--- config.mk ---
export PLATFORM = sky130hd
export DESIGN_NAME = csma_ca_backoff_controller
export DESIGN_NICKNAME = d
export VERILOG_FILES = /design/src/hw/rtl/csmab_pkg.sv /design/src/hw/rtl/csmab_engine.sv /design/src/hw/rtl/csma_ca_backoff_controller.sv
export SDC_FILE = /design/constraint.sdc
export NUM_CORES = 1
export LEC_CHECK = 0
export BUFFER_PORTS_ARGS = -buffer_cell sky130_fd_sc_hd__buf_2
export CAP_MARGIN = 20
export CORE_MARGIN = 2
export CORE_UTILIZATION = 61
export CTS_BUF_LIST = sky130_fd_sc_hd__clkbuf_4 sky130_fd_sc_hd__clkbuf_8 sky130_fd_sc_hd__clkbuf_16
export CTS_CLUSTER_SIZE = 12
export DETAILED_ROUTE_END_ITERATION = 8
export PLACE_DENSITY = 0.77
export SLEW_MARGIN = 20
export SYNTH_ARGS = -nofsm -noshare
export SYNTH_HDL_FRONTEND = slang
export SYNTH_SLANG_ARGS = --single-unit
--- constraint.sdc ---
create_clock -name i_clk -period 11.1 [get_ports i_clk]
set_clock_uncertainty 0.1 [all_clocks]
set_input_delay 2.22 -clock i_clk [delete_from_list [all_inputs] [get_ports i_clk]]
set_output_delay 2.22 -clock i_clk [all_outputs]
set_load 0.02 [all_outputs]
--- src/hw/rtl/csmab_pkg.sv ---
// Shared types and constants for the CSMA-CA backoff controller.
// Used by csmab_engine and csma_ca_backoff_controller; no dependencies.
package csmab_pkg;

    localparam int unsigned RND_W   = 15;
    localparam int unsigned DELAY_W = 25;
    localparam int unsigned CNT_W   = 9;

    localparam logic [7:0] BCAST_ADDR = 8'hFF;

    // Configuration register indexes
    localparam logic [2:0] CFG_EXP_LIMIT    = 3'd0;
    localparam logic [2:0] CFG_MAX_BACKOFFS = 3'd1;
    localparam logic [2:0] CFG_UNIT_TICKS   = 3'd2;
    localparam logic [2:0] CFG_ACK_WAIT     = 3'd3;
    localparam logic [2:0] CFG_ACK_REQ      = 3'd4;

    // Register reset values
    localparam logic [3:0]  RST_EXP_LIMIT    = 4'd4;
    localparam logic [7:0]  RST_MAX_BACKOFFS = 8'd15;
    localparam logic [9:0]  RST_UNIT_TICKS   = 10'd10;
    localparam logic [15:0] RST_ACK_WAIT     = 16'd3900;
    localparam logic        RST_ACK_REQ      = 1'b1;

    // Channel assessment answers; any other code counts as an error
    localparam logic [1:0] CS_FREE = 2'd0;
    localparam logic [1:0] CS_BUSY = 2'd1;

    typedef enum logic [3:0] {
        PH_IDLE    = 4'b0001,
        PH_BACKOFF = 4'b0010,
        PH_CAD     = 4'b0100,
        PH_ACK     = 4'b1000
    } t_phase;

    typedef enum logic [1:0] {
        KIND_START = 2'd0,
        KIND_TICK  = 2'd1,
        KIND_CAD   = 2'd2,
        KIND_ACK   = 2'd3
    } t_kind;

    typedef enum logic [1:0] {
        ACT_CAD_REQ = 2'd0,
        ACT_SEND    = 2'd1,
        ACT_REPORT  = 2'd2
    } t_action;

    typedef enum logic [1:0] {
        ST_OK          = 2'd0,
        ST_MAX_RETRIES = 2'd1,
        ST_TX_ERROR    = 2'd2
    } t_status;

    typedef struct packed {
        logic [3:0]  exp_limit;
        logic [7:0]  max_backoffs;
        logic [9:0]  unit_ticks;
        logic [15:0] ack_wait;
        logic        ack_req_en;
    } t_cfg;

    typedef struct packed {
        t_kind            kind;
        logic [7:0]       frame_no;
        logic [7:0]       hop_addr;
        logic             ack_frame_mode;
        logic             use_default_exponent;
        logic [3:0]       start_exponent;
        logic [1:0]       channel_status;
        logic [7:0]       ack_number;
        logic [RND_W-1:0] random_bits;
    } t_event;

    typedef struct packed {
        t_action          action;
        logic             done_res;
        t_status          status;
        logic [7:0]       frame_id;
        logic [CNT_W-1:0] attempts;
    } t_result;

    // Low-bit mask of 2^e - 1 over the random field
    function automatic logic [RND_W-1:0] backoff_mask(input logic [3:0] e);
        logic [RND_W-1:0] m;
        for (int i = 0; i < RND_W; i++) begin
            m[i] = (i < int'(e));
        end
        return m;
    endfunction

endpackage

--- src/hw/rtl/csmab_engine.sv ---
// Backoff state and per-item update for the CSMA-CA controller.
// Depends on csmab_pkg; state advances only on i_fire.
module csmab_engine
    import csmab_pkg::*;
(
    input  logic    i_clk,
    input  logic    i_rst_n,
    input  logic    i_fire,
    input  t_event  i_evt,
    input  t_cfg    i_cfg,
    output logic    o_res_valid,
    output t_result o_res
);

    t_phase             r_phase, n_phase;
    logic [3:0]         r_exp, n_exp;
    logic [CNT_W-1:0]   r_bc, n_bc;
    logic [DELAY_W-1:0] r_dl, n_dl;
    logic [15:0]        r_at, n_at;
    logic               r_mis, n_mis;
    logic [7:0]         r_frame, n_frame;
    logic               r_wants, n_wants;
    logic               r_ackm, n_ackm;
    logic               r_lerr, n_lerr;

    logic               cs_err;
    logic               raise;
    logic [4:0]         exp_inc;
    logic [3:0]         exp_raised, exp_retry, exp_start, exp_bo;
    logic [RND_W-1:0]   masked;
    logic [DELAY_W-1:0] delay;
    logic               delay_zero;
    logic [CNT_W-1:0]   bc_inc;
    logic               giveup;
    logic [DELAY_W-1:0] dl_dec;
    logic [15:0]        at_dec;
    logic               do_retry, do_start_bo;
    t_action            res_action;
    logic               res_done;
    t_status            res_status;

    assign cs_err     = (i_evt.channel_status != CS_FREE) && (i_evt.channel_status != CS_BUSY);
    // only an assessment error retries without raising the exponent
    assign raise      = !((i_evt.kind == KIND_CAD) && cs_err);
    assign exp_inc    = {1'b0, r_exp} + 5'd1;
    assign exp_raised = (exp_inc < {1'b0, i_cfg.exp_limit}) ? exp_inc[3:0] : i_cfg.exp_limit;
    assign exp_retry  = raise ? exp_raised : r_exp;
    assign exp_start  = i_evt.use_default_exponent ? i_cfg.exp_limit : i_evt.start_exponent;
    assign exp_bo     = (i_evt.kind == KIND_START) ? exp_start : exp_retry;
    assign masked     = i_evt.random_bits & backoff_mask(exp_bo);
    assign delay      = {{(DELAY_W-10){1'b0}}, i_cfg.unit_ticks}
                      * {{(DELAY_W-RND_W){1'b0}}, masked};
    // zero test straight from the factors, off the multiplier path
    assign delay_zero = (i_cfg.unit_ticks == 10'd0) || (masked == '0);
    assign bc_inc     = r_bc + 9'd1;
    assign giveup     = bc_inc > {1'b0, i_cfg.max_backoffs};
    assign dl_dec     = (r_dl != '0) ? r_dl - 25'd1 : '0;
    assign at_dec     = (r_at != '0) ? r_at - 16'd1 : '0;

    always_comb begin
        n_phase     = r_phase;
        n_exp       = r_exp;
        n_bc        = r_bc;
        n_dl        = r_dl;
        n_at        = r_at;
        n_mis       = r_mis;
        n_frame     = r_frame;
        n_wants     = r_wants;
        n_ackm      = r_ackm;
        n_lerr      = r_lerr;
        o_res_valid = 1'b0;
        res_action  = ACT_CAD_REQ;
        res_done    = 1'b0;
        res_status  = ST_OK;
        do_retry    = 1'b0;
        do_start_bo = 1'b0;

        unique case (i_evt.kind)
            KIND_START: begin
                n_frame     = i_evt.frame_no;
                n_ackm      = i_evt.ack_frame_mode;
                n_exp       = exp_start;
                n_wants     = i_cfg.ack_req_en && !i_evt.ack_frame_mode
                              && (i_evt.hop_addr != BCAST_ADDR);
                n_bc        = '0;
                n_mis       = 1'b0;
                n_lerr      = 1'b0;
                n_at        = '0;
                do_start_bo = 1'b1;
            end
            KIND_TICK: begin
                if (r_phase == PH_BACKOFF) begin
                    n_dl = dl_dec;
                    if (dl_dec == '0) begin
                        n_phase     = PH_CAD;
                        o_res_valid = 1'b1;
                        res_action  = ACT_CAD_REQ;
                    end
                end else if (r_phase == PH_ACK) begin
                    n_at = at_dec;
                    if (at_dec == '0) begin
                        do_retry = 1'b1;
                    end
                end
            end
            KIND_CAD: begin
                if (r_phase == PH_CAD) begin
                    if (i_evt.channel_status == CS_FREE) begin
                        n_lerr      = 1'b0;
                        o_res_valid = 1'b1;
                        res_action  = ACT_SEND;
                        if (r_wants) begin
                            n_phase = PH_ACK;
                            n_at    = i_cfg.ack_wait;
                            n_mis   = 1'b0;
                        end else begin
                            n_phase  = PH_IDLE;
                            res_done = 1'b1;
                        end
                    end else begin
                        n_lerr   = cs_err;
                        do_retry = 1'b1;
                    end
                end
            end
            KIND_ACK: begin
                if (r_phase == PH_ACK) begin
                    if (i_evt.ack_number == r_frame) begin
                        n_phase     = PH_IDLE;
                        o_res_valid = 1'b1;
                        res_action  = ACT_REPORT;
                        res_done    = 1'b1;
                    end else if (!r_mis) begin
                        // first wrong ack just restarts the wait
                        n_mis = 1'b1;
                        n_at  = i_cfg.ack_wait;
                    end else begin
                        do_retry = 1'b1;
                    end
                end
            end
        endcase

        if (do_retry) begin
            n_bc  = bc_inc;
            n_exp = exp_retry;
            if (giveup) begin
                n_phase     = PH_IDLE;
                o_res_valid = 1'b1;
                res_action  = ACT_REPORT;
                res_done    = 1'b1;
                res_status  = (r_ackm && n_lerr) ? ST_TX_ERROR : ST_MAX_RETRIES;
            end else begin
                do_start_bo = 1'b1;
            end
        end

        if (do_start_bo) begin
            if (delay_zero) begin
                n_phase     = PH_CAD;
                n_dl        = '0;
                o_res_valid = 1'b1;
                res_action  = ACT_CAD_REQ;
            end else begin
                n_phase = PH_BACKOFF;
                n_dl    = delay;
            end
        end
    end

    assign o_res.action   = res_action;
    assign o_res.done_res = res_done;
    assign o_res.status   = res_status;
    assign o_res.frame_id = n_frame;
    assign o_res.attempts = n_bc;

    always_ff @(posedge i_clk) begin
        if (!i_rst_n) begin
            r_phase <= PH_IDLE;
            r_exp   <= '0;
            r_bc    <= '0;
            r_dl    <= '0;
            r_at    <= '0;
            r_mis   <= 1'b0;
            r_frame <= '0;
            r_wants <= 1'b0;
            r_ackm  <= 1'b0;
            r_lerr  <= 1'b0;
        end else if (i_fire) begin
            r_phase <= n_phase;
            r_exp   <= n_exp;
            r_bc    <= n_bc;
            r_dl    <= n_dl;
            r_at    <= n_at;
            r_mis   <= n_mis;
            r_frame <= n_frame;
            r_wants <= n_wants;
            r_ackm  <= n_ackm;
            r_lerr  <= n_lerr;
        end
    end

    a_backoff_nonzero: assert property (@(posedge i_clk) disable iff (!i_rst_n)
        (r_phase == PH_BACKOFF) |-> (r_dl != '0))
        else $error("backoff phase with no delay left");

    a_send_waits_ack: assert property (@(posedge i_clk) disable iff (!i_rst_n)
        (i_fire && o_res_valid && (o_res.action == ACT_SEND) && !o_res.done_res)
        |=> (r_phase == PH_ACK))
        else $error("send without done did not enter ack wait");

    a_report_goes_idle: assert property (@(posedge i_clk) disable iff (!i_rst_n)
        (i_fire && o_res_valid && o_res.done_res) |=> (r_phase == PH_IDLE))
        else $error("finished attempt left controller busy");

endmodule

--- src/hw/rtl/csma_ca_backoff_controller.sv ---
// CSMA-CA transmit controller: input register, engine, result register.
// Results are registered; input and result registers decouple stalls.
// Throughput: one item per cycle unless a held result stalls the engine.
// Reset (synchronous, active low): idle, registers at defaults, no results.
// Depends on csmab_pkg and csmab_engine.
module csma_ca_backoff_controller
    import csmab_pkg::*;
(
    input  logic             i_clk,
    input  logic             i_rst_n,
    input  logic             i_cfg_we,
    input  logic [2:0]       i_cfg_index,
    input  logic [15:0]      i_cfg_data,
    input  logic             i_in_valid,
    output logic             o_in_ready,
    input  logic [1:0]       i_kind,
    input  logic [7:0]       i_frame_no,
    input  logic [7:0]       i_hop_addr,
    input  logic             i_ack_frame_mode,
    input  logic             i_use_default_exponent,
    input  logic [3:0]       i_start_exponent,
    input  logic [1:0]       i_channel_status,
    input  logic [7:0]       i_ack_number,
    input  logic [RND_W-1:0] i_random_bits,
    output logic             o_out_valid,
    input  logic             i_out_ready,
    output logic [1:0]       o_action,
    output logic             o_done_res,
    output logic [1:0]       o_status,
    output logic [7:0]       o_frame_id,
    output logic [CNT_W-1:0] o_attempts
);

    t_cfg    r_cfg;
    logic    r_in_valid;
    t_event  r_evt;
    logic    r_out_valid;
    t_result r_out;
    logic    fire;
    logic    accept;
    logic    res_valid;
    t_result res;

    always_ff @(posedge i_clk) begin
        if (!i_rst_n) begin
            r_cfg.exp_limit    <= RST_EXP_LIMIT;
            r_cfg.max_backoffs <= RST_MAX_BACKOFFS;
            r_cfg.unit_ticks   <= RST_UNIT_TICKS;
            r_cfg.ack_wait     <= RST_ACK_WAIT;
            r_cfg.ack_req_en   <= RST_ACK_REQ;
        end else if (i_cfg_we) begin
            unique case (i_cfg_index)
                CFG_EXP_LIMIT:    r_cfg.exp_limit    <= i_cfg_data[3:0];
                CFG_MAX_BACKOFFS: r_cfg.max_backoffs <= i_cfg_data[7:0];
                CFG_UNIT_TICKS:   r_cfg.unit_ticks   <= i_cfg_data[9:0];
                CFG_ACK_WAIT:     r_cfg.ack_wait     <= i_cfg_data;
                CFG_ACK_REQ:      r_cfg.ack_req_en   <= i_cfg_data[0];
                default: ;
            endcase
        end
    end

    // item moves from input register into the engine when the result slot frees
    assign fire       = r_in_valid && (!r_out_valid || i_out_ready);
    assign o_in_ready = !r_in_valid || fire;
    assign accept     = i_in_valid && o_in_ready;

    always_ff @(posedge i_clk) begin
        if (!i_rst_n) begin
            r_in_valid <= 1'b0;
        end else if (accept) begin
            r_in_valid <= 1'b1;
        end else if (fire) begin
            r_in_valid <= 1'b0;
        end
    end

    always_ff @(posedge i_clk) begin
        if (accept) begin
            r_evt.kind                 <= t_kind'(i_kind);
            r_evt.frame_no             <= i_frame_no;
            r_evt.hop_addr             <= i_hop_addr;
            r_evt.ack_frame_mode       <= i_ack_frame_mode;
            r_evt.use_default_exponent <= i_use_default_exponent;
            r_evt.start_exponent       <= i_start_exponent;
            r_evt.channel_status       <= i_channel_status;
            r_evt.ack_number           <= i_ack_number;
            r_evt.random_bits          <= i_random_bits;
        end
    end

    csmab_engine u_engine (
        .i_clk       (i_clk),
        .i_rst_n     (i_rst_n),
        .i_fire      (fire),
        .i_evt       (r_evt),
        .i_cfg       (r_cfg),
        .o_res_valid (res_valid),
        .o_res       (res)
    );

    always_ff @(posedge i_clk) begin
        if (!i_rst_n) begin
            r_out_valid <= 1'b0;
        end else if (fire && res_valid) begin
            r_out_valid <= 1'b1;
        end else if (i_out_ready) begin
            r_out_valid <= 1'b0;
        end
    end

    always_ff @(posedge i_clk) begin
        if (fire && res_valid) begin
            r_out <= res;
        end
    end

    assign o_out_valid = r_out_valid;
    assign o_action    = r_out.action;
    assign o_done_res  = r_out.done_res;
    assign o_status    = r_out.status;
    assign o_frame_id  = r_out.frame_id;
    assign o_attempts  = r_out.attempts;

    a_result_lands: assert property (@(posedge i_clk) disable iff (!i_rst_n)
        (fire && res_valid) |=> o_out_valid)
        else $error("engine result not captured");

    a_no_fire_on_stall: assert property (@(posedge i_clk) disable iff (!i_rst_n)
        (r_out_valid && !i_out_ready) |-> !fire)
        else $error("engine advanced while result slot was held");

    a_ready_low_means_full: assert property (@(posedge i_clk) disable iff (!i_rst_n)
        !o_in_ready |-> (r_in_valid && r_out_valid))
        else $error("input stalled with a free pipeline");

endmodule
After elaboration in Yosys (flattened, before gate mapping)
Cells that the tools add are included.
W data, S select, Z words.
Word-level totals
  bits in registers: 182
  logic and storage cells: 204
Cells by class
  $add $sub $neg: 4
  multiply operators: 1
  magnitude comparators: 17
  equality and inequality tests: 21
  multiplexer cells: 88
  bitwise logic cells: 1
  reduce and logical (&&, ||, !) cells: 41
Operator list (number)
  $mux W16: 9
  $mux W25: 5
  $mux W4: 16
  $pmux W16 S4: 1
  $mux W1: 38
  $lt A4 B4 Y1 const A: 7
  $logic_not A25 Y1: 1
  $mul A10 B15 Y25: 1
  $reduce_bool A25 Y1: 1
  $sub A25 B1 Y25 const B: 1
  $mux W9: 2
  $logic_not A16 Y1: 1
  $lt A3 B4 Y1 const A: 4
  $mux W2: 8
  $reduce_and A2 Y1: 8
  $reduce_bool A16 Y1: 1
  $sub A16 B1 Y16 const B: 1
  $and A15 B15 Y15: 1
  $logic_not A15 Y1: 1
  $pmux W4 S3: 1
  $reduce_bool A2 Y1: 6
  $logic_not A10 Y1: 1
  $ne A2 B2 Y1 const B: 5
  $add A9 B1 Y9 const B: 1
  30 further kinds: 52

Logic depth before layout (Yosys ltp)
Gate-level depths: netlist (run 1).
  depth in word-level cells: 13
  depth in mapped cells: 33

Modules after synthesis
Synthesis (run 1) repeated with hierarchy kept, for this count alone.
Second synthesis, totals
  cells, all modules: 1567
  area, all modules: 14143.6 um^2
Modules (own cells, without submodules)
  csmab_engine: times used 1, cells each 1327, area an instance 10289.9 um^2, sequential area each 1401.3 um^2
  csma_ca_backoff_controller: times used 1, cells each 240, area an instance 3853.7 um^2, sequential area each 2952.8 um^2

Least setup slack after synthesis (run 1)
OpenSTA, ideal clock, no wires.
  kind: reg2reg
  start point: register u_engine.r_exp[0]
  end point: register u_engine.r_dl[24]
  data arrival time: 7.961 ns
  data required time: 10.867 ns
  setup slack: 2.906 ns
  stages on the path, launching flop included: 32
  path buffers: 2
  path through: dfxtp_1 > ha_1 > xor2_1 > ha_1 > or3_1 > o22a_1 > or2_4 > a21oi_1 > a221o_1 > clkbuf_1 > clkbuf_1 > nand2_1 > a21oi_1 > nand2_1 > fa_1 > inv_1 > fa_1 > fa_1 > fa_1 > inv_1 > fa_1 > inv_1 > ha_1 > a211oi_1 > nand2_1 > nor4_1 > o31ai_1 > a21o_1 > a21o_1 > a2111o_1 > nand4_1 > a211oi_1
Between the ends
  cells in the longest elaborated chain, start to end: 11
  elaborated cells on any way between the ends: 26
  classes of those cells: add/sub: 1; mul: 1; order compare: 16; mux: 5; bitwise: 1; reduce/logical: 2
RTL lines
  start, declared: line csmab_engine.sv:16  | logic [3:0] r_exp, n_exp;
  start signal, assigned: line csmab_engine.sv:191  | r_exp <= n_exp;
  $add A4 B1 Y5: line csmab_engine.sv:45  | assign exp_inc = {1'b0, r_exp} + 5'd1;
  $lt A5 B4 Y1: line csmab_engine.sv:46  | assign exp_raised = (exp_inc < {1'b0, i_cfg.exp_limit}) ? exp_inc[3:0] : i_cfg.exp_limit;
  $mux W4: line csmab_engine.sv:46
  $mux W4 (*): line csmab_engine.sv:47  | assign exp_retry = raise ? exp_raised : r_exp;
  $mux W4 (*): line csmab_engine.sv:49  | assign exp_bo = (i_evt.kind == KIND_START) ? exp_start : exp_retry;
  $lt A1 B4 Y1, or another cell as far along: line csmab_pkg.sv:87  | m[i] = (i < int'(e));
  $and A15 B15 Y15 (*): line csmab_engine.sv:50  | assign masked = i_evt.random_bits & backoff_mask(exp_bo);
  branches (longest 2 deep; another with $mul A10 B15 Y25)
  $mux W25 (*): line csmab_engine.sv:159  | if (delay_zero) begin
  $mux W25 (*): line csmab_engine.sv:158  | if (do_start_bo) begin
  end signal, assigned: line csmab_engine.sv:193  | r_dl <= n_dl;
  end, declared: line csmab_engine.sv:18  | logic [DELAY_W-1:0] r_dl, n_dl;
Every way passes the cells marked *.
A chain may end at the register's enable or synchronous reset.

Worst setup path after layout (run 1)
  start point: register u_engine.r_exp[2]
  end point: register u_engine.r_dl[24]
Same word-level chain as after synthesis.

==> flow_summary.toml, run 1 <==
[run_status]
outcome = "completed"

[setup_path]
cp.required_ns = 11.28
crit_type = "register to register"
critPathLaunchType = "register"
setup.worst_path.end_class = "register"
cp_common_cell = "fa_1"
r2r_cells = 28
cpMaxStageDelayCell = "a21oi_1"
rr_startpoint = "u_engine.r_exp[2]"
cp.arrival_ns = 9.27
worstPathMaxFanout = 10
critPathMaxStageDelay_ns = 0.66
r2r-end = "u_engine.r_dl[24]"
rrSetupSlack_ns = 2.00

[floorplan]
die-area_sq_um = 23800
rows = 55
ios = 97
core_area_sq_um = 22400
die_y_microns = 154
die-width_microns = 154
start_util_pct = 61.5

[yosys]
yosysMostFrequentCell = "nand2_1"
synth_area_sq_um = 13800
synth_edf_count = 71
netlist_top_cells_area = "dfxtp_1 16%, edfxtp_1 15%, fa_1 15%, nand2_1 7.2%, ha_1 6.9%"
synth_compound_gate_area_share_pct = 14.8
synth_top_family_by_area = "simple AND/OR/NAND/NOR gates"
synth_top_area_cell = "dfxtp_1"
synthXorXnorAreaFrac_pct = 2.67
avgSynthCellArea_sq_um = 8.68
synth-simple-area-share_pct = 22.7
syn_nets = 1840
synthFlopType = "dfxtp_1"
synth.top_cell.area_share_pct = 16.1
synth_cells = 1589
synthMuxAreaShare_pct = 0.626
yosys_register_bits = 182
synth_cell_types = 78
yosys_warnings = 0
ys_seq_area_share_pct = 31.6
ys_async_sr_fraction_pct = 0
ys_top_cells_by_count = "263 x nand2_1, 144 x inv_1, 112 x nor2_1"
synthAdderAreaFrac_pct = 21.7

[placed_design]
place_ws_ns = 2.12
place_area_sq_um = 14400
routabilityCongestion = 0.912
dpl.hpwl_microns = 25400
numPortBuffers = 96

[timing]
hold_viol_final = 0
period_needed_ns = 9.10
max_freq_ghz = 0.110
slew_headroom_pct = 28.2
timing.final.ws_setup_ns = 2.00
min_period_over_period_pct = 81.9
rsz0062_at_grt = "false"
final.setup.tns_ns = 0
finalMaxSlewViolations = 0
finalSetupViolCount = 0
worstMarginPinSlew_ns = 1.07

[detailed_routing]
viasPerCell = 6.08
top_layer_used = "met4"
wl_per_cell_microns = 17.8
drtAntennaViolNets = 0
wl_met2_microns = 16200
drt-total-wl_microns = 34600
drt_first_iter_violations = 1006
first_pass_iters = 5
drcViolationCount = 0
met1_length_microns = 15100
wl_met3_microns = 2580
route.vias.total = 11800

[finish]
fillCellCount = 1849
drive_gt1_share_pct = 9.86
final_area_sq_um = 15100
syn_to_final_growth_pct = 9.21
final-seq-area_sq_um = 4350
nets = 1891
multi_input_area_sq_um = 8630

[clocking]
ctsRootBufferMaster = "clkbuf_16"
path_clk_slew_ns = 0.08
clk_latency_ns = 0.45
cts-resized-gates = 0
htreeDepth = 4
cts_buffers = 17
clock_sinks = 182
cts_tree = "yes"
cts_hold_buffers = 0
clock_path_buffers = 2
post_cts_buffers = 0

[hold_path]
hp-class = "register to register"
hold_start = "r_cfg[1]"
hold_depth = 2
holdPathEnd = "r_cfg[1]"

[power]
p_clk_share_pct = 37.6
vdd_ir_drop_max_uv = 99.7
power.density_nw_per_um2 = 113
power_switching_mw = 0.536
p_int_mw = 1.16
leakage_nw = 6.89
power_frac_comb_pct = 18.9
switching_share_pct = 31.5
p_seq_share_pct = 43.6

[global_route]
gr-total-overflow = 0
grt_pass1_wl_microns = 56900
antenna_found_initial = 1
track_usage_pct = 29.8
grt_max_degree = 66
grt_pass1_vias = 11500

[run]
drv_cap = 0
## registers in the layout, summed over array words and instances, names as in the netlist, 4 cells and up
register / flops
u_engine.r_frame: 8
u_engine.r_bc: 9
u_engine.r_exp: 4
u_engine.r_at: 16
o_frame_id: 8
o_attempts: 9
u_engine.r_dl: 25
r_cfg: 39
u_engine.r_phase: 4
r_evt: 49
## power groups by stage
| stage | clock, mW | combinational, mW | sequential, mW |
|---|---|---|---|
| detailed placement | 0 | 0.313 | 0.754 |
| floorplan | 0 | 0.237 | 0.743 |
| finish | 0.638 | 0.320 | 0.739 |
| CTS | 0.647 | 0.317 | 0.739 |
| global placement | 0 | 0.306 | 0.753 |
| global route | 0.671 | 0.361 | 0.742 |
## cell usage in the layout (no fill, tap or decap), drive strengths merged, types with 9 or more instances in the layout
cell,netlist,layout
a211oi,18,18
a21o,16,16
a21oi,103,103
and2,81,81
and3,27,27
buf,8,104
clkbuf,64,17
dfxtp,111,111
edfxtp,71,71
fa,102,102
ha,76,76
inv,144,150
nand2,263,263
nand2b,13,13
nand3,49,49
nand4,9,9
nor2,113,113
nor2b,10,10
nor3,26,26
nor3b,10,10
nor4,13,13
o211ai,13,13
o21ai,66,66
o221ai,15,15
o31ai,12,12
or3,12,12
xnor2,16,16
xor2,26,26
## per-layer routing
layer  GRT usage (%)  up-vias
li1                -     5544
met1            41.2     5685
met2            48.1      505
met3            4.99       63
met4            9.83        0
met5               0        -
## logic make-up (layout without fill, tap and decap cells)
logic type               after synthesis  count (layout)
multiplexers                           8               8
other                                  0               1
buffers and inverters                216             280
AND/OR/NAND/NOR                      653             653
flip-flops                           182             182
XOR/XNOR                              42              42
adder cells (fa/ha/maj)              178             178
AO/OA/AOI/OAI                        310             310
## worst max path at each step
| stage | start | to |
|---|---|---|
| 2_1_floorplan | u_engine.r_exp[0] | u_engine.r_dl[24] |
| 3_3_place_gp | u_engine.r_exp[2] | u_engine.r_dl[24] |
| 3_5_place_dp | u_engine.r_exp[2] | u_engine.r_dl[24] |
| 4_1_cts | u_engine.r_exp[2] | u_engine.r_dl[24] |
| 5_1_grt | u_engine.r_exp[2] | u_engine.r_dl[24] |
| 6_report | u_engine.r_exp[2] | u_engine.r_dl[24] |
## metrics by stage
stage	instances	power (mW)	hold slack, ns	utilization, %
after global routing	1939	1.77	0.382	67.1
after detailed placement	1906	1.07	0.348	64.3
after floorplan	1589	0.979	0.336	-
after global placement	1906	1.06	0.345	64.3
final	1939	1.70	0.359	67.1
after CTS	1938	1.70	0.358	67.1
## worst max-delay path, delay by kind of cell, from the launching register on
kind / cells / cell delay [ns]
buf+inv: 3 / 0.15
xor+xnor: 1 / 0.17
compound gates: 10 / 3.26
fa+ha+maj: 7 / 3.17
flops: 1 / 0.44
simple gates: 7 / 1.65
## final cells by class
cell class	count	share of cell area (%)
antenna	1	0.0166
clock buffer	17	2.83
clock inverter	15	1.37
inverter	144	3.59
multi-input combinational	1191	57.3
sequential	182	28.9
tap	285	2.37
timing repair buffer	104	3.59
Power figures use the tool's default switching activity.
==> inputs of run 2 (changes only) <==
--- a/config.mk
+++ b/config.mk
@@ -8,11 +8,11 @@
 export BUFFER_PORTS_ARGS = -buffer_cell sky130_fd_sc_hd__buf_2
 export CAP_MARGIN = 20
 export CORE_MARGIN = 2
-export CORE_UTILIZATION = 61
+export CORE_UTILIZATION = 56
 export CTS_BUF_LIST = sky130_fd_sc_hd__clkbuf_4 sky130_fd_sc_hd__clkbuf_8 sky130_fd_sc_hd__clkbuf_16
 export CTS_CLUSTER_SIZE = 12
 export DETAILED_ROUTE_END_ITERATION = 8
-export PLACE_DENSITY = 0.77
+export PLACE_DENSITY = 0.75
 export SLEW_MARGIN = 20
 export SYNTH_ARGS = -nofsm -noshare
 export SYNTH_HDL_FRONTEND = slang
==> constraint.sdc (replaced) <==
create_clock -name i_clk -period 8.1 [get_ports i_clk]
set_clock_uncertainty 0.1 [all_clocks]
set_input_delay 1.62 -clock i_clk [delete_from_list [all_inputs] [get_ports i_clk]]
set_output_delay 1.62 -clock i_clk [all_outputs]
set_load 0.02 [all_outputs]
==> flow_summary.toml, run 2 (same netlist as run 1, synthesis figures left out) <==
[run_status]
outcome = "completed"

[global_route]
grtUsageMet2_pct = 46.1
use_met3_pct = 4.44
gr-total-overflow = 0
grt_pass1_wl_microns = 58500
grt-busiest-layer = "met2"
grt_pass1_vias = 11600
grtUsageMet1_pct = 38.1
antenna_found_initial = 0
track_usage_pct = 28.1
grt_max_degree = 65

[clocking]
cts_tree = "yes"
cts_hold_buffers = 0
path_clk_slew_ns = 0.07
cts_buffers = 17
clock_path_buffers = 2
clk_latency_ns = 0.44
clock_sinks = 182
ctsRootBufferMaster = "clkbuf_16"
htreeDepth = 4

[power]
p_seq_share_pct = 42.9
power_mw = 2.35
power.density_nw_per_um2 = 149
p_int_mw = 1.62
switching_share_pct = 31.3
power_frac_comb_pct = 21.4
vdd_ir_drop_max_uv = 112
power_switching_mw = 0.738
p_clk_share_pct = 35.6
leakage_nw = 7.20

[floorplan]
ios = 97
rows = 57
die-area_sq_um = 25900
die-width_microns = 161
core_area_sq_um = 24200
die_y_microns = 161
start_util_pct = 56.9

[finish]
final_area_sq_um = 15800
layout_commonest_cell = "nand2_1"
top_register = "r_evt"
final_cell_mix = "261 x nand2_1, 142 x inv_1, 108 x nor2_1, 108 x dfxtp_1, 100 x fa_1"
final_util_pct = 65.1
antenna_cells = 0
syn_to_final_growth_pct = 14.5
reg.largest.list = "r_evt x49, r_cfg x39, u_engine.r_dl x25"
largest_reg_flops = 49
drive_gt1_share_pct = 15.7
fin_cells = 2038
nets = 1952

[timing]
max_freq_ghz = 0.127
min_period_over_period_pct = 97.2
worstMarginPinSlew_ns = 1.24
finalSetupViolCount = 0
final.setup.tns_ns = 0
finalMaxSlewViolations = 0
period_needed_ns = 7.87
slew_headroom_pct = 16.5
hold_viol_final = 0

[detailed_routing]
wl_per_cell_microns = 17.6
drt_first_iter_violations = 989
route.vias.total = 11900
drt-total-wl_microns = 35900
drcViolationCount = 0
viasPerCell = 5.86
drtAntennaViolNets = 0
first_pass_iters = 5

[placed_design]
place_area_sq_um = 14900
numPortBuffers = 96
dp_cells = 1998
routabilityCongestion = 0.899
dpl.hpwl_microns = 26500

[setup_path]
critPathLaunchType = "register"
cp_common_cell = "fa_1"
setup.worst_path.end_class = "register"
cp.required_ns = 8.26
critPathMaxStageDelay_ns = 0.55
crit_type = "register to register"
worstPathMaxFanout = 6
cp.arrival_ns = 8.04
cpMaxStageDelayCell = "fa_1"

[hold_path]
hp-class = "register to register"

[run]
drv_cap = 0
==> run 2: cell types whose count changed in the layout (fill, tap and decap cells not counted), moves of 3 or more <==
| cell | delta |
|---|---|
| a21oi_1 | -8 |
| a21oi_2 | +7 |
| buf_4 | +56 |
| buf_6 | +4 |
| dfxtp_1 | -3 |
| ha_1 | -9 |
| ha_2 | +4 |
| ha_4 | +5 |
| nor2_1 | -3 |
| nor2_2 | +3 |
| o21ai_0 | -3 |
==> run 2: power by group through the flow <==
stage	sequential, mW	combinational (mW)	clock, mW
after global placement	1.03	0.461	0
final	1.01	0.505	0.839
after floorplan	1.02	0.325	0
after CTS	1.01	0.476	0.844
after detailed placement	1.03	0.471	0
after global routing	1.01	0.562	0.880
==> run 2: per-stage QoR <==
stage	setup WS (ns)	hold WS [ns]
floorplan	0.0401	0.336
global placement	0.0120	0.343
detailed placement	-0.0240	0.348
CTS	0.0232	0.357
global route	-0.0640	0.372
finish	0.227	0.355
==> run 2: timing repair <==
action                     CTS  global route
setup endpoints to repair    1            11
pin swaps                    1            38
gates resized for setup      4            56
hold endpoints to repair     0             0
buffers inserted             0             8
==> run 2: area by class of cell <==
type | instances | area [sq um]
Clock buffer | 20 | 460
Clock inverter | 12 | 134
Multi-Input combinational cell | 1191 | 8860
Tap cell | 324 | 405
Timing Repair Buffer | 165 | 1020
Inverter | 144 | 541
Sequential cell | 182 | 4360
Fill cell | 2053 | 8470
==> run 2: worst max-delay path, delay by kind of cell, from the launching register on <==
family / cells / cell delay [ns]
xor+xnor: 1 / 0.16
compound gates: 8 / 1.66
flops: 1 / 0.38
simple gates: 9 / 2.03
mux: 1 / 0.32
buf+inv: 2 / 0.11
fa+ha+maj: 7 / 2.93
==> run 2: layer usage <==
layer,share of wire [%],wire (microns)
met1,42,15100
met4,3.3,1190
met3,7.1,2550
met5,0,0
met2,47,17000
==> run 2: final timing paths <==
check | start | end | slack (ns) | cells after the start
min | r_cfg[34] | r_cfg[34] | 0.36 | 2
min reg2reg | r_cfg[34] | r_cfg[34] | 0.36 | 2
max reg2reg | u_engine.r_exp[1] | u_engine.r_dl[24] | 0.23 | 28
max | u_engine.r_exp[1] | u_engine.r_dl[24] | 0.23 | 28
